==> src/windowed_move_dispatch_queue_macros.svh <==
`ifndef WINDOWED_MOVE_DISPATCH_QUEUE_MACROS_SVH
`define WINDOWED_MOVE_DISPATCH_QUEUE_MACROS_SVH

// Clocked assertion on clk_i, switched off while rst_ni is low.
`define WMDQ_ASSERT(lbl, prop, msg) \
  lbl: assert property (@(posedge clk_i) disable iff (!rst_ni) prop) \
    else $error(msg);

// Condition that must never be seen at a clock edge.
`define WMDQ_NEVER(lbl, cond, msg) \
  `WMDQ_ASSERT(lbl, !(cond), msg)

`endif

==> src/wmdq_pkg.sv <==
package wmdq_pkg;

  localparam int ID_W     = 32;
  localparam int KIND_W   = 3;
  localparam int COORD_W  = 16;
  localparam int WINDOW_W = 5;

  localparam int PEND_DEPTH = 32;
  localparam int PEND_AW    = $clog2(PEND_DEPTH);
  localparam int PEND_CW    = $clog2(PEND_DEPTH + 1);

  localparam int SENT_DEPTH = 16;
  localparam int SENT_AW    = $clog2(SENT_DEPTH);
  localparam int SENT_CW    = $clog2(SENT_DEPTH + 1);

  typedef struct packed {
    logic [ID_W-1:0]           id;
    logic [KIND_W-1:0]         kind;
    logic signed [COORD_W-1:0] x;
    logic signed [COORD_W-1:0] y;
    logic signed [COORD_W-1:0] z;
  } move_t;

  typedef struct packed {
    logic push;
    logic pop;
  } pend_ctrl_t;

endpackage

==> src/wmdq_pend_fifo.sv <==
`include "windowed_move_dispatch_queue_macros.svh"

module wmdq_pend_fifo (
  input  logic                                    clk_i,
  input  logic                                    rst_ni,
  input  wmdq_pkg::pend_ctrl_t                    ctrl_i,
  input  wmdq_pkg::move_t                         push_entry_i,
  output wmdq_pkg::move_t                         head_o,
  output logic [wmdq_pkg::PEND_CW-1:0]            cnt_o,
  output logic [wmdq_pkg::PEND_CW-1:0]            cnt_next_o
);
  import wmdq_pkg::*;

  move_t               mem_q [PEND_DEPTH];
  logic [PEND_AW-1:0]  head_q, head_d;
  logic [PEND_AW-1:0]  tail_q, tail_d;
  logic [PEND_CW-1:0]  cnt_q, cnt_d;

  always_comb begin
    head_d = head_q;
    tail_d = tail_q;
    cnt_d  = cnt_q;
    if (ctrl_i.push) begin
      tail_d = (tail_q == PEND_AW'(PEND_DEPTH - 1)) ? '0 : tail_q + 1'b1;
    end
    if (ctrl_i.pop) begin
      head_d = (head_q == PEND_AW'(PEND_DEPTH - 1)) ? '0 : head_q + 1'b1;
    end
    if (ctrl_i.push && !ctrl_i.pop) begin
      cnt_d = cnt_q + 1'b1;
    end else if (ctrl_i.pop && !ctrl_i.push) begin
      cnt_d = cnt_q - 1'b1;
    end
  end

  always_ff @(posedge clk_i or negedge rst_ni) begin
    if (!rst_ni) begin
      head_q <= '0;
      tail_q <= '0;
      cnt_q  <= '0;
    end else begin
      head_q <= head_d;
      tail_q <= tail_d;
      cnt_q  <= cnt_d;
    end
  end

  always_ff @(posedge clk_i) begin
    if (ctrl_i.push) begin
      mem_q[tail_q] <= push_entry_i;
    end
  end

  assign head_o     = mem_q[head_q];
  assign cnt_o      = cnt_q;
  assign cnt_next_o = cnt_d;

  `WMDQ_NEVER(a_pop_empty, ctrl_i.pop && (cnt_q == '0), "pop from empty pending queue")
  `WMDQ_NEVER(a_push_full, ctrl_i.push && (cnt_q == PEND_CW'(PEND_DEPTH)), "push to full pending queue")
  `WMDQ_ASSERT(a_empty_ptrs, (cnt_q == '0) |-> (head_q == tail_q), "empty queue with unequal pointers")

endmodule

==> src/wmdq_sent_list.sv <==
module wmdq_sent_list (
  input  logic                        clk_i,
  input  logic                        rst_ni,
  input  logic                        push_i,
  input  logic [wmdq_pkg::ID_W-1:0]   push_id_i,
  input  logic [wmdq_pkg::ID_W-1:0]   arm_index_i
);
  import wmdq_pkg::*;

  logic [ID_W-1:0]     ids_q [SENT_DEPTH];
  logic [SENT_AW-1:0]  head_q, head_d, head_mid;
  logic [SENT_AW-1:0]  tail_q, tail_d;
  logic [SENT_CW-1:0]  cnt_q, cnt_d, cnt_mid;
  logic                full;
  logic [ID_W-1:0]     oldest_id;

  function automatic logic [SENT_AW-1:0] ptr_inc(input logic [SENT_AW-1:0] p);
    return (p == SENT_AW'(SENT_DEPTH - 1)) ? '0 : p + 1'b1;
  endfunction

  assign full = (cnt_q == SENT_CW'(SENT_DEPTH));

  // A full list drops its oldest entry to make room; the oldest surviving entry
  // is then retired once the arm has moved past it. When the list was empty the
  // oldest entry is the one being written now.
  always_comb begin
    head_mid  = full ? ptr_inc(head_q) : head_q;
    cnt_mid   = full ? cnt_q : cnt_q + 1'b1;
    oldest_id = (head_mid == tail_q) ? push_id_i : ids_q[head_mid];
    head_d    = head_q;
    tail_d    = tail_q;
    cnt_d     = cnt_q;
    if (push_i) begin
      tail_d = ptr_inc(tail_q);
      head_d = head_mid;
      cnt_d  = cnt_mid;
      if (arm_index_i > oldest_id) begin
        head_d = ptr_inc(head_mid);
        cnt_d  = cnt_mid - 1'b1;
      end
    end
  end

  always_ff @(posedge clk_i or negedge rst_ni) begin
    if (!rst_ni) begin
      head_q <= '0;
      tail_q <= '0;
      cnt_q  <= '0;
    end else begin
      head_q <= head_d;
      tail_q <= tail_d;
      cnt_q  <= cnt_d;
    end
  end

  always_ff @(posedge clk_i) begin
    if (push_i) begin
      ids_q[tail_q] <= push_id_i;
    end
  end

endmodule

==> src/windowed_move_dispatch_queue.sv <==
// Channel  | Handshake                  | Payload
// ---------+----------------------------+---------------------------------------------
// input    | in_valid_i / in_stall_o    | action, move_kind, target_x/y/z, in_limits,
//          |                            | arm_index
// result   | out_valid_o / out_stall_i  | status, dispatched, sent_id, sent_kind,
//          |                            | sent_x/y/z, covering_view, pending_count
// config   | cfg_we_i                   | cfg_idx_i, cfg_wdata_i
//
// One transaction is taken per cycle unless a stalled result blocks the input.
// All per-transaction work (pending queue head read, 32-bit ID compares) sits between
// the input register and the result register.
// Reset is asynchronous: IDs restart at next 1, actual 0, escape 0, queues empty.
// A stalled result holds; a full input register then holds and in_stall_o rises.
`include "windowed_move_dispatch_queue_macros.svh"

module windowed_move_dispatch_queue (
  input  logic                                      clk_i,
  input  logic                                      rst_ni,
  input  logic                                      cfg_we_i,
  input  logic [2:0]                                cfg_idx_i,
  input  logic [wmdq_pkg::COORD_W-1:0]              cfg_wdata_i,
  input  logic                                      in_valid_i,
  output logic                                      in_stall_o,
  input  logic [2:0]                                action_i,
  input  logic [wmdq_pkg::KIND_W-1:0]               move_kind_i,
  input  logic signed [wmdq_pkg::COORD_W-1:0]       target_x_i,
  input  logic signed [wmdq_pkg::COORD_W-1:0]       target_y_i,
  input  logic signed [wmdq_pkg::COORD_W-1:0]       target_z_i,
  input  logic                                      in_limits_i,
  input  logic [wmdq_pkg::ID_W-1:0]                 arm_index_i,
  output logic                                      out_valid_o,
  input  logic                                      out_stall_i,
  output logic [2:0]                                status_o,
  output logic                                      dispatched_o,
  output logic [wmdq_pkg::ID_W-1:0]                 sent_id_o,
  output logic [wmdq_pkg::KIND_W-1:0]               sent_kind_o,
  output logic signed [wmdq_pkg::COORD_W-1:0]       sent_x_o,
  output logic signed [wmdq_pkg::COORD_W-1:0]       sent_y_o,
  output logic signed [wmdq_pkg::COORD_W-1:0]       sent_z_o,
  output logic                                      covering_view_o,
  output logic [wmdq_pkg::PEND_CW-1:0]              pending_count_o
);
  import wmdq_pkg::*;

  localparam logic [2:0] ACT_ENQUEUE = 3'd0;
  localparam logic [2:0] ACT_POLL    = 3'd1;
  localparam logic [2:0] ACT_SYNC    = 3'd2;
  localparam logic [2:0] ACT_ESCAPE  = 3'd3;
  localparam logic [2:0] ACT_ARM     = 3'd4;

  localparam logic [2:0] ST_OK      = 3'd0;
  localparam logic [2:0] ST_LIMITS  = 3'd1;
  localparam logic [2:0] ST_FULL    = 3'd2;
  localparam logic [2:0] ST_NOTHING = 3'd3;
  localparam logic [2:0] ST_ORDER   = 3'd4;

  localparam logic [KIND_W-1:0] KIND_POINT = 3'd0;
  localparam logic [KIND_W-1:0] KIND_OPEN  = 3'd1;
  localparam logic [KIND_W-1:0] KIND_CLOSE = 3'd2;

  localparam logic [2:0] CFG_WINDOW  = 3'd0;
  localparam logic [2:0] CFG_LEFT_X  = 3'd1;
  localparam logic [2:0] CFG_LEFT_Y  = 3'd2;
  localparam logic [2:0] CFG_LEFT_Z  = 3'd3;
  localparam logic [2:0] CFG_RIGHT_X = 3'd4;
  localparam logic [2:0] CFG_RIGHT_Y = 3'd5;
  localparam logic [2:0] CFG_RIGHT_Z = 3'd6;

  localparam logic [WINDOW_W-1:0] WINDOW_RESET = 5'd15;

  // Configuration registers.
  logic [WINDOW_W-1:0]       window_q;
  logic signed [COORD_W-1:0] left_x_q, left_y_q, left_z_q;
  logic signed [COORD_W-1:0] right_x_q, right_y_q, right_z_q;

  // Input register.
  logic                      s1_valid_q;
  logic [2:0]                s1_action_q;
  logic [KIND_W-1:0]         s1_kind_q;
  logic signed [COORD_W-1:0] s1_x_q, s1_y_q, s1_z_q;
  logic                      s1_lim_q;
  logic [ID_W-1:0]           s1_idx_q;
  logic                      s1_fire;
  logic                      in_accept;

  // Sequence state.
  logic [ID_W-1:0] next_id_q, next_id_d;
  logic [ID_W-1:0] actual_id_q, actual_id_d;
  logic [ID_W-1:0] escape_id_q, escape_id_d;
  logic            armed_q, armed_d;
  logic [ID_W-1:0] next_inc;

  // Pending queue interface.
  pend_ctrl_t          pend_ctrl;
  move_t               push_entry, head;
  logic [PEND_CW-1:0]  pend_cnt, pend_cnt_next;
  logic                pend_full;

  // Escape point selection.
  logic signed [COORD_W:0] dy_l, dy_r;
  logic [COORD_W:0]        ady_l, ady_r;
  logic                    pick_right;

  logic                    lim_ok;
  logic [ID_W-1:0]         head_ahead;
  logic [2:0]              status;
  logic                    disp;
  logic                    covering;

  // Result register.
  logic                      out_valid_q;
  logic [2:0]                out_status_q;
  logic                      out_disp_q;
  move_t                     out_move_q;
  logic                      out_cover_q;
  logic [PEND_CW-1:0]        out_cnt_q;

  assign s1_fire    = s1_valid_q && (!out_valid_q || !out_stall_i);
  assign in_stall_o = s1_valid_q && !s1_fire;
  assign in_accept  = in_valid_i && !in_stall_o;

  always_ff @(posedge clk_i or negedge rst_ni) begin
    if (!rst_ni) begin
      window_q  <= WINDOW_RESET;
      left_x_q  <= '0;
      left_y_q  <= '0;
      left_z_q  <= '0;
      right_x_q <= '0;
      right_y_q <= '0;
      right_z_q <= '0;
    end else if (cfg_we_i) begin
      unique case (cfg_idx_i)
        CFG_WINDOW:  window_q  <= cfg_wdata_i[WINDOW_W-1:0];
        CFG_LEFT_X:  left_x_q  <= cfg_wdata_i;
        CFG_LEFT_Y:  left_y_q  <= cfg_wdata_i;
        CFG_LEFT_Z:  left_z_q  <= cfg_wdata_i;
        CFG_RIGHT_X: right_x_q <= cfg_wdata_i;
        CFG_RIGHT_Y: right_y_q <= cfg_wdata_i;
        CFG_RIGHT_Z: right_z_q <= cfg_wdata_i;
        default: ;
      endcase
    end
  end

  always_ff @(posedge clk_i or negedge rst_ni) begin
    if (!rst_ni) begin
      s1_valid_q <= 1'b0;
    end else if (in_accept) begin
      s1_valid_q <= 1'b1;
    end else if (s1_fire) begin
      s1_valid_q <= 1'b0;
    end
  end

  always_ff @(posedge clk_i) begin
    if (in_accept) begin
      s1_action_q <= action_i;
      s1_kind_q   <= move_kind_i;
      s1_x_q      <= target_x_i;
      s1_y_q      <= target_y_i;
      s1_z_q      <= target_z_i;
      s1_lim_q    <= in_limits_i;
      s1_idx_q    <= arm_index_i;
    end
  end

  // The right retreat point wins only when strictly nearer in y.
  always_comb begin
    dy_l       = {s1_y_q[COORD_W-1], s1_y_q} - {left_y_q[COORD_W-1], left_y_q};
    dy_r       = {s1_y_q[COORD_W-1], s1_y_q} - {right_y_q[COORD_W-1], right_y_q};
    ady_l      = dy_l[COORD_W] ? $unsigned(-dy_l) : $unsigned(dy_l);
    ady_r      = dy_r[COORD_W] ? $unsigned(-dy_r) : $unsigned(dy_r);
    pick_right = ady_l > ady_r;
  end

  assign next_inc  = (next_id_q == '1) ? next_id_q : next_id_q + 1'b1;
  assign pend_full = (pend_cnt == PEND_CW'(PEND_DEPTH));
  assign head_ahead = head.id - s1_idx_q;

  always_comb begin
    next_id_d   = next_id_q;
    actual_id_d = actual_id_q;
    escape_id_d = escape_id_q;
    armed_d     = armed_q;
    status      = ST_OK;
    disp        = 1'b0;
    pend_ctrl   = '0;
    lim_ok      = 1'b0;
    push_entry  = '{id: next_inc, kind: s1_kind_q, x: s1_x_q, y: s1_y_q, z: s1_z_q};
    unique case (s1_action_q) inside
      ACT_ENQUEUE, ACT_ESCAPE: begin
        if (s1_action_q == ACT_ESCAPE) begin
          push_entry.kind = KIND_POINT;
          push_entry.x    = pick_right ? right_x_q : left_x_q;
          push_entry.y    = pick_right ? right_y_q : left_y_q;
          push_entry.z    = pick_right ? right_z_q : left_z_q;
        end
        lim_ok = (push_entry.kind == KIND_OPEN) || (push_entry.kind == KIND_CLOSE) ||
                 s1_lim_q;
        if (!lim_ok) begin
          status = ST_LIMITS;
        end else if (pend_full) begin
          status = ST_FULL;
        end else begin
          pend_ctrl.push = s1_fire;
          next_id_d      = next_inc;
        end
        if (s1_action_q == ACT_ESCAPE) begin
          escape_id_d = next_id_d;
          armed_d     = 1'b0;
        end
      end
      ACT_POLL: begin
        actual_id_d = s1_idx_q;
        if (pend_cnt == '0) begin
          status = ST_NOTHING;
        end else if (head.id < s1_idx_q) begin
          status = ST_ORDER;
        end else if (head_ahead < {{(ID_W-WINDOW_W){1'b0}}, window_q}) begin
          disp          = 1'b1;
          pend_ctrl.pop = s1_fire;
        end else begin
          status = ST_NOTHING;
        end
      end
      ACT_SYNC: begin
        actual_id_d = s1_idx_q;
        next_id_d   = s1_idx_q;
        escape_id_d = s1_idx_q;
      end
      ACT_ARM: begin
        armed_d = 1'b1;
      end
      default: ;
    endcase
    covering = armed_d && (actual_id_d > escape_id_d) && (actual_id_d >= next_id_d) &&
               (pend_cnt_next == '0);
  end

  always_ff @(posedge clk_i or negedge rst_ni) begin
    if (!rst_ni) begin
      next_id_q   <= ID_W'(1);
      actual_id_q <= '0;
      escape_id_q <= '0;
      armed_q     <= 1'b0;
    end else if (s1_fire) begin
      next_id_q   <= next_id_d;
      actual_id_q <= actual_id_d;
      escape_id_q <= escape_id_d;
      armed_q     <= armed_d;
    end
  end

  wmdq_pend_fifo u_pend_fifo (
    .clk_i        (clk_i),
    .rst_ni       (rst_ni),
    .ctrl_i       (pend_ctrl),
    .push_entry_i (push_entry),
    .head_o       (head),
    .cnt_o        (pend_cnt),
    .cnt_next_o   (pend_cnt_next)
  );

  wmdq_sent_list u_sent_list (
    .clk_i       (clk_i),
    .rst_ni      (rst_ni),
    .push_i      (pend_ctrl.pop),
    .push_id_i   (head.id),
    .arm_index_i (s1_idx_q)
  );

  always_ff @(posedge clk_i or negedge rst_ni) begin
    if (!rst_ni) begin
      out_valid_q <= 1'b0;
    end else if (s1_fire) begin
      out_valid_q <= 1'b1;
    end else if (!out_stall_i) begin
      out_valid_q <= 1'b0;
    end
  end

  always_ff @(posedge clk_i) begin
    if (s1_fire) begin
      out_status_q <= status;
      out_disp_q   <= disp;
      out_move_q   <= disp ? head : '0;
      out_cover_q  <= covering;
      out_cnt_q    <= pend_cnt_next;
    end
  end

  assign out_valid_o     = out_valid_q;
  assign status_o        = out_status_q;
  assign dispatched_o    = out_disp_q;
  assign sent_id_o       = out_move_q.id;
  assign sent_kind_o     = out_move_q.kind;
  assign sent_x_o        = out_move_q.x;
  assign sent_y_o        = out_move_q.y;
  assign sent_z_o        = out_move_q.z;
  assign covering_view_o = out_cover_q;
  assign pending_count_o = out_cnt_q;

  `WMDQ_ASSERT(a_disp_ok, (out_valid_q && out_disp_q) |-> (out_status_q == ST_OK), "dispatch with error status")
  `WMDQ_NEVER(a_stall_empty, in_stall_o && !s1_valid_q, "input stalled with empty input register")
  `WMDQ_ASSERT(a_id_rises, (s1_fire && (s1_action_q != ACT_SYNC)) |=> (next_id_q >= $past(next_id_q)), "sequence ID went backwards")

endmodule
==> config.mk <==
export PLATFORM = sky130hd
export DESIGN_NAME = windowed_move_dispatch_queue
export DESIGN_NICKNAME = d
export VERILOG_FILES = /design/src/wmdq_pkg.sv /design/src/wmdq_pend_fifo.sv /design/src/wmdq_sent_list.sv /design/src/windowed_move_dispatch_queue.sv
export VERILOG_INCLUDE_DIRS = /design/src /design/src/src
export SDC_FILE = /design/constraint.sdc
export NUM_CORES = 2
export LEC_CHECK = 0
export BUFFER_PORTS_ARGS = -buffer_cell sky130_fd_sc_hd__buf_2
export CAP_MARGIN = 40
export CORE_ASPECT_RATIO = 1.5
export CORE_MARGIN = 3
export CORE_UTILIZATION = 30
export CTS_BUF_LIST = sky130_fd_sc_hd__clkbuf_2
export CTS_CLUSTER_SIZE = 8
export DETAILED_ROUTE_END_ITERATION = 6
export PLACE_DENSITY = 0.42
export SETUP_SLACK_MARGIN = 0.02
export SLEW_MARGIN = 0
export SYNTH_ARGS = -nofsm -noshare
export SYNTH_HDL_FRONTEND = slang
export SYNTH_SLANG_ARGS = --single-unit
==> constraint.sdc <==
create_clock -name clk_i -period 14 [get_ports clk_i]
set_input_delay 0 -clock clk_i [delete_from_list [all_inputs] [get_ports clk_i]]
set_output_delay 0 -clock clk_i [all_outputs]
set_load 0.05 [all_outputs]
Yosys cells after proc, flatten, opt, wreduce, memory -nomap -nowiden
Memory sizes are Yosys's and may differ from the RTL's.
Cells that the tools add are included.
Widths: inputs -> output; s select.
Cells by class
  reductions and logical operators: 31
  $lt $le $gt $ge: 5
  multiplexer cells: 44
  equal/unequal tests: 17
  $add $sub $neg: 10
Operators by type and width (count)
  $mux 32: 5
  $mux 51: 3
  $pmux 32 s2: 2
  $mux 16: 3
  $mux 17: 2
  $neg 17->17: 2
  $sub 16x16->17: 2
  $add 32x1->32 const B: 1
  $eq 32x32->1 const B: 1
  $ge 32x32->1: 1
  $gt 32x32->1: 1
  $lt 32x32->1: 1
  $lt 32x5->1: 1
  $sub 32x32->32: 1
  $mux 1: 18
  $gt 17x17->1: 1
  $eq 3x2->1 const B: 5
  $reduce_and 2->1: 7
  $eq 3x3->1 const B: 4
  $logic_not 6->1: 2
  $mux 6: 2
  $add 5x1->5 const B: 2
  $eq 5x5->1 const B: 2
  $mux 5: 2
  other kinds (15): 36
Storage, ports and cells
  RAM bits: 2656
  memories: 1
  register bits: 397
  bits of input ports: 111
Memory list
  u_pend_fifo.mem_q: words 32, bits a word 83, read ports 1, clocked after Yosys merged registers in 0, write ports 1, RTL line wmdq_pend_fifo.sv:14  | move_t mem_q [PEND_DEPTH];

Logic depth before layout (Yosys ltp)
  depth after elaboration: 18
  mapped depth: 33
  depth with buffers taken out: 29

Hierarchy
A second synthesis with hierarchy kept.
Second synthesis, totals
  cells, all modules: 7099
  area, all modules: 126657.7 sq um
By module, submodules not included
  wmdq_pend_fifo: area an instance 102285.6 sq um, times used 1, cells an instance 4579
  windowed_move_dispatch_queue: area an instance 24372.1 sq um, times used 1, cells an instance 2520

Least setup slack after synthesis
No wires, ideal clock.
  kind: register to register
  from: reg u_pend_fifo.cnt_q[0] (netlist: u_pend_fifo.cnt_o[0])
  to: mem u_pend_fifo.mem_q[0][0] in the netlist's numbering, enable pin
  arrival time: 10.068 ns
  setup time: 0.729 ns
  required time: 13.271 ns
  cell stages (with the launch flop): 11
  slack: 3.204 ns
  cell sequence: dfrtp_1 > clkbuf_1 > inv_1 > ha_1 > nor4b_1 > a21oi_1 > nand2_1 > nor2_1 > clkbuf_1 > nand2_1 > nor4_1
On the way
  cells in the longest elaborated chain, start to end: 6
Ends and longest elaborated chain
  from (decl): RTL line wmdq_pend_fifo.sv:17  | logic [PEND_CW-1:0] cnt_q, cnt_d;
  from (signal assigned): RTL line wmdq_pend_fifo.sv:44  | cnt_q <= cnt_d;
  $eq 6x6->1: RTL line windowed_move_dispatch_queue.sv:177  | assign pend_full = (pend_cnt == PEND_CW'(PEND_DEPTH));
  $mux 1: RTL line windowed_move_dispatch_queue.sv:202  | end else if (pend_full) begin
  $mux 1: RTL line windowed_move_dispatch_queue.sv:200  | if (!lim_ok) begin
  $mux 1: RTL line windowed_move_dispatch_queue.sv:190  | unique case (s1_action_q) inside
  $mux 1: RTL line wmdq_pend_fifo.sv:49  | if (ctrl_i.push) begin
  $mux 1 (not written as such): RTL line wmdq_pend_fifo.sv:50  | mem_q[tail_q] <= push_entry_i;
  to (decl): RTL line wmdq_pend_fifo.sv:14
Every way passes these cells.

==> impl_results.md <==
- Status: complete, no violations
- Commonest non-fill, non-tap cell in the layout: edfxtp_1
- Post-Route Skew: 0.231 ns
- Detail Route Antenna Nets: 0
- Slew @ Worst Pin: 1.18 ns
- Fin Setup TNS: 0 ns
- Power Density: 132 nW/um^2
- Warning count from the yosys run: 0
- Fmax: 120 MHz
- Via count: 69100
- FP Rows: 289
- Seq/Total Area, Yosys: 72.6%
- Worst min path class: reg -> reg
- Height of the chip: 796 um
- Max Cap Violations: 0
- Die footprint: 424000 um^2
- Worst Path Required: 16.00 ns
- Resized cells post-CTS: 0
- Cell variety after synth: 85
- CP top delay family: simple AND/OR/NAND/NOR gates
- H-tree levels: 6
- Core area: 414000 um^2
- CTS Buffer Depth: 4
- HPWL after detailed placement: 225000 um
- R2r worst-path depth: 19
- Kind of critical path: reg -> reg
- Final setup viols: 0
- CTS sink cnt: 3053
- Gr usage total: 18.8%
- Clk_lat worst skew: 2.32 ns
- Final Hold Vio Count: 0
- Final Cycle Share: 59.5%
- DR DRC count: 0
- Worst-path cell chain: buf_4 > buf_12 > mux4_2 > mux4_2 > mux2_2 > ha_1 > nand2_1 > a211oi_1 > o211ai_1 > a21oi_1 > o211ai_1 > a2111o_1 > nor4_2 > nor4b_4 > nand3_4 > buf_12 > or4_1 > nand4_1 > nor4_2
- Ys flop type: edfxtp_1
- Commonest non-fill, non-tap cells in the layout: edfxtp_1 (2837), clkbuf_2 (1078), mux4_2 (830)
- Initial antenna violation count: 22
- Final #Nets: 8106
- Critical path launch point type: register
- Slew Viols, Final: 0
- Leak Pwr: 49.1 nW
- Worst Hold Margin: 0.477 ns
- Buf/Inv on CP: 3
- Worst setup path endpoint: covering_view_o
- Area delta synth->final: 18.9%
- WL final: 405000 um
- CP Capture Type: register
- Clock Root Buffer: clkbuf_2
- I/O Pins: 207
- Post-DR wirelength/cell: 29.1 um
- Worst VDD drop: 0.299 mV
- Syn_nets: 6611
- #FFs+latches synth: 3053
- TritonRoute pass-1 iters: 5
- Cells after Synth: 6334
- Routability congestion estimate: 0.821
- CP max-delay cell: dfrtp_4
- First-pass GRT wire length: 570000 um
- Mapped cell area: 125000 um^2
- Final min period: 8.33 ns
- Setup slack, reg-to-reg: 5.67 ns
- CTS Buf Count: 744
- Worst Setup SP: u_pend_fifo.head_q[0]
- CTS tree: yes
- Largest stage delay on the critical path: 0.90 ns
- Largest net degree at the start of global routing: 104
- Arrival time worst endpoint: 10.32 ns
- R2R Path End: covering_view_o
- Unrepaired setup endpoints after global routing: no
- Slew HR: 21.5%
- Total global routing overflow: 0
- Synth Area per Inst: 19.7 um^2
- Share of layout cells above drive strength 1: 33.3%
- PortBufs: 206
- Drt via density: 4.96
- FF-to-FF Start: u_pend_fifo.head_q[0]
- Initial DRC count: 5065
- Worst-path maximum fanout: 86
- Die X: 532 um
- Stages on the worst setup path: 19
- Starting Density: 30.2%
- EDFF count, synth: 2837
- CTS clk-pin slew, worst paths: 0.11 ns
- Vias in the first global route: 74700
- Ys async rst share: 7.08%
-- synth_stat cells, drive strengths merged (7+ instances only) --
| cell type | number | area [um^2] |
|---|---|---|
| or2 | 7 | 43.8 |
| nand4 | 34 | 213 |
| o211ai | 13 | 103 |
| and3 | 21 | 131 |
| nor4 | 16 | 128 |
| nand2 | 351 | 1320 |
| a31oi | 11 | 68.8 |
| o22ai | 14 | 87.6 |
| nand2b | 32 | 200 |
| ha | 163 | 2040 |
| and2 | 16 | 100 |
| o21ai | 207 | 1040 |
| a222oi | 8 | 80.1 |
| mux4 | 830 | 18700 |
| nand3b | 9 | 67.6 |
| nor3b | 7 | 52.6 |
| nand3 | 41 | 210 |
| nor2 | 213 | 800 |
| inv | 100 | 375 |
| edfxtp | 2837 | 85200 |
| o21a | 23 | 173 |
| buf | 83 | 337 |
| a21oi | 137 | 689 |
| dfrtp | 211 | 5280 |
| or3 | 10 | 62.6 |
| xnor2 | 71 | 622 |
| nor2b | 56 | 350 |
| mux2i | 117 | 1170 |
| clkbuf | 249 | 935 |
| o21bai | 7 | 52.6 |
| a211oi | 30 | 230 |
| a21o | 34 | 255 |
| xor2 | 60 | 526 |
| mux2 | 155 | 1750 |
| nor3 | 53 | 265 |
-- kinds of logic after synthesis --
family	count (synthesis)	share of synthesized area [%]
AO/OA/AOI/OAI	560	2.78
XOR/XNOR	131	0.920
adder cells (fa/ha/maj)	166	1.68
multiplexers	1102	17.3
flip-flops	3053	72.6
AND/OR/NAND/NOR	889	3.33
buffers and inverters	433	1.32
-- repair_timing --
action / in CTS / in global routing
setup endpoints to repair: 0 / 0
buffers inserted: 0 / 0
endpoints found under the hold margin: 2680 / 0
hold buffers: 584 / 0
-- final cells by class --
cell class / count / area, um^2
Antenna cell: 25 / 62.6
Timing Repair Buffer: 1081 / 10400
Inverter: 101 / 387
Clock buffer: 1078 / 5400
Fill cell: 39200 / 265000
Clock inverter: 220 / 1310
Sequential cell: 3053 / 90600
Tap cell: 5529 / 6920
Multi-Input combinational cell: 2848 / 33200
-- registers in the layout (all words and copies together), names as in the netlist, 32 cells and up --
name               flops
escape_id_q           32
sent_id_o             32
u_pend_fifo.mem_q   2656
actual_id_q           32
s1_idx_q              32
next_id_q             32
-- report_power, final --
group          switching, mW  internal [mW]  total (mW)
registers              0.219           10.6        10.9
logic                   1.75          0.985        2.73
clock network           3.70           2.30        6.00
total                   5.67           13.9        19.6
-- layer usage --
metal / GRT usage (%) / share of wire [%] / vias to the layer above
li1: - / - / 29300
met1: 23.6 / 41 / 37200
met2: 33.8 / 52 / 1933
met3: 2.78 / 4.2 / 644
met4: 5.25 / 2.6 / 4
met5: 0 / 0.0059 / -
-- per-stage QoR --
step | total power [mW] | utilization (%) | area, um^2 | worst slack (ns) | cells
4_1_cts | 19.9 | 35.8 | 148000 | 5.49 | 13900
3_5_place_dp | 13.7 | 32.8 | 135000 | 5.66 | 12000
3_3_place_gp | 13.6 | 32.4 | 134000 | 5.04 | 12000
6_report | 19.6 | 35.8 | 148000 | 5.67 | 13900
5_1_grt | 20.6 | 35.8 | 148000 | 5.17 | 13900
2_1_floorplan | 12.6 | - | 125000 | 3.20 | 6334
-- how the worst min path moves through the flow --
stage | from | to | cells past startpoint
4_1_cts | arm_index_i[20] | s1_idx_q[20] | 6
6_report | actual_id_q[14] | actual_id_q[14] | 2
3_5_place_dp | rst_ni | actual_id_q[4] | 1
2_1_floorplan | rst_ni | actual_id_q[0] | 0
5_1_grt | target_x_i[10] | s1_x_q[10] | 6
3_3_place_gp | rst_ni | actual_id_q[4] | 1
-- worst reg2reg max path, delay by kind of cell (launching register included) --
family                   cells  cell delay, ns
flip-flops                   1            0.90
AND/OR/NAND/NOR              7            2.07
AO/OA/AOI/OAI                5            1.28
buffers and inverters        3            1.69
adder cells (fa/ha/maj)      1            0.44
multiplexers                 3            1.63
Power figures use the tool's default switching activity.
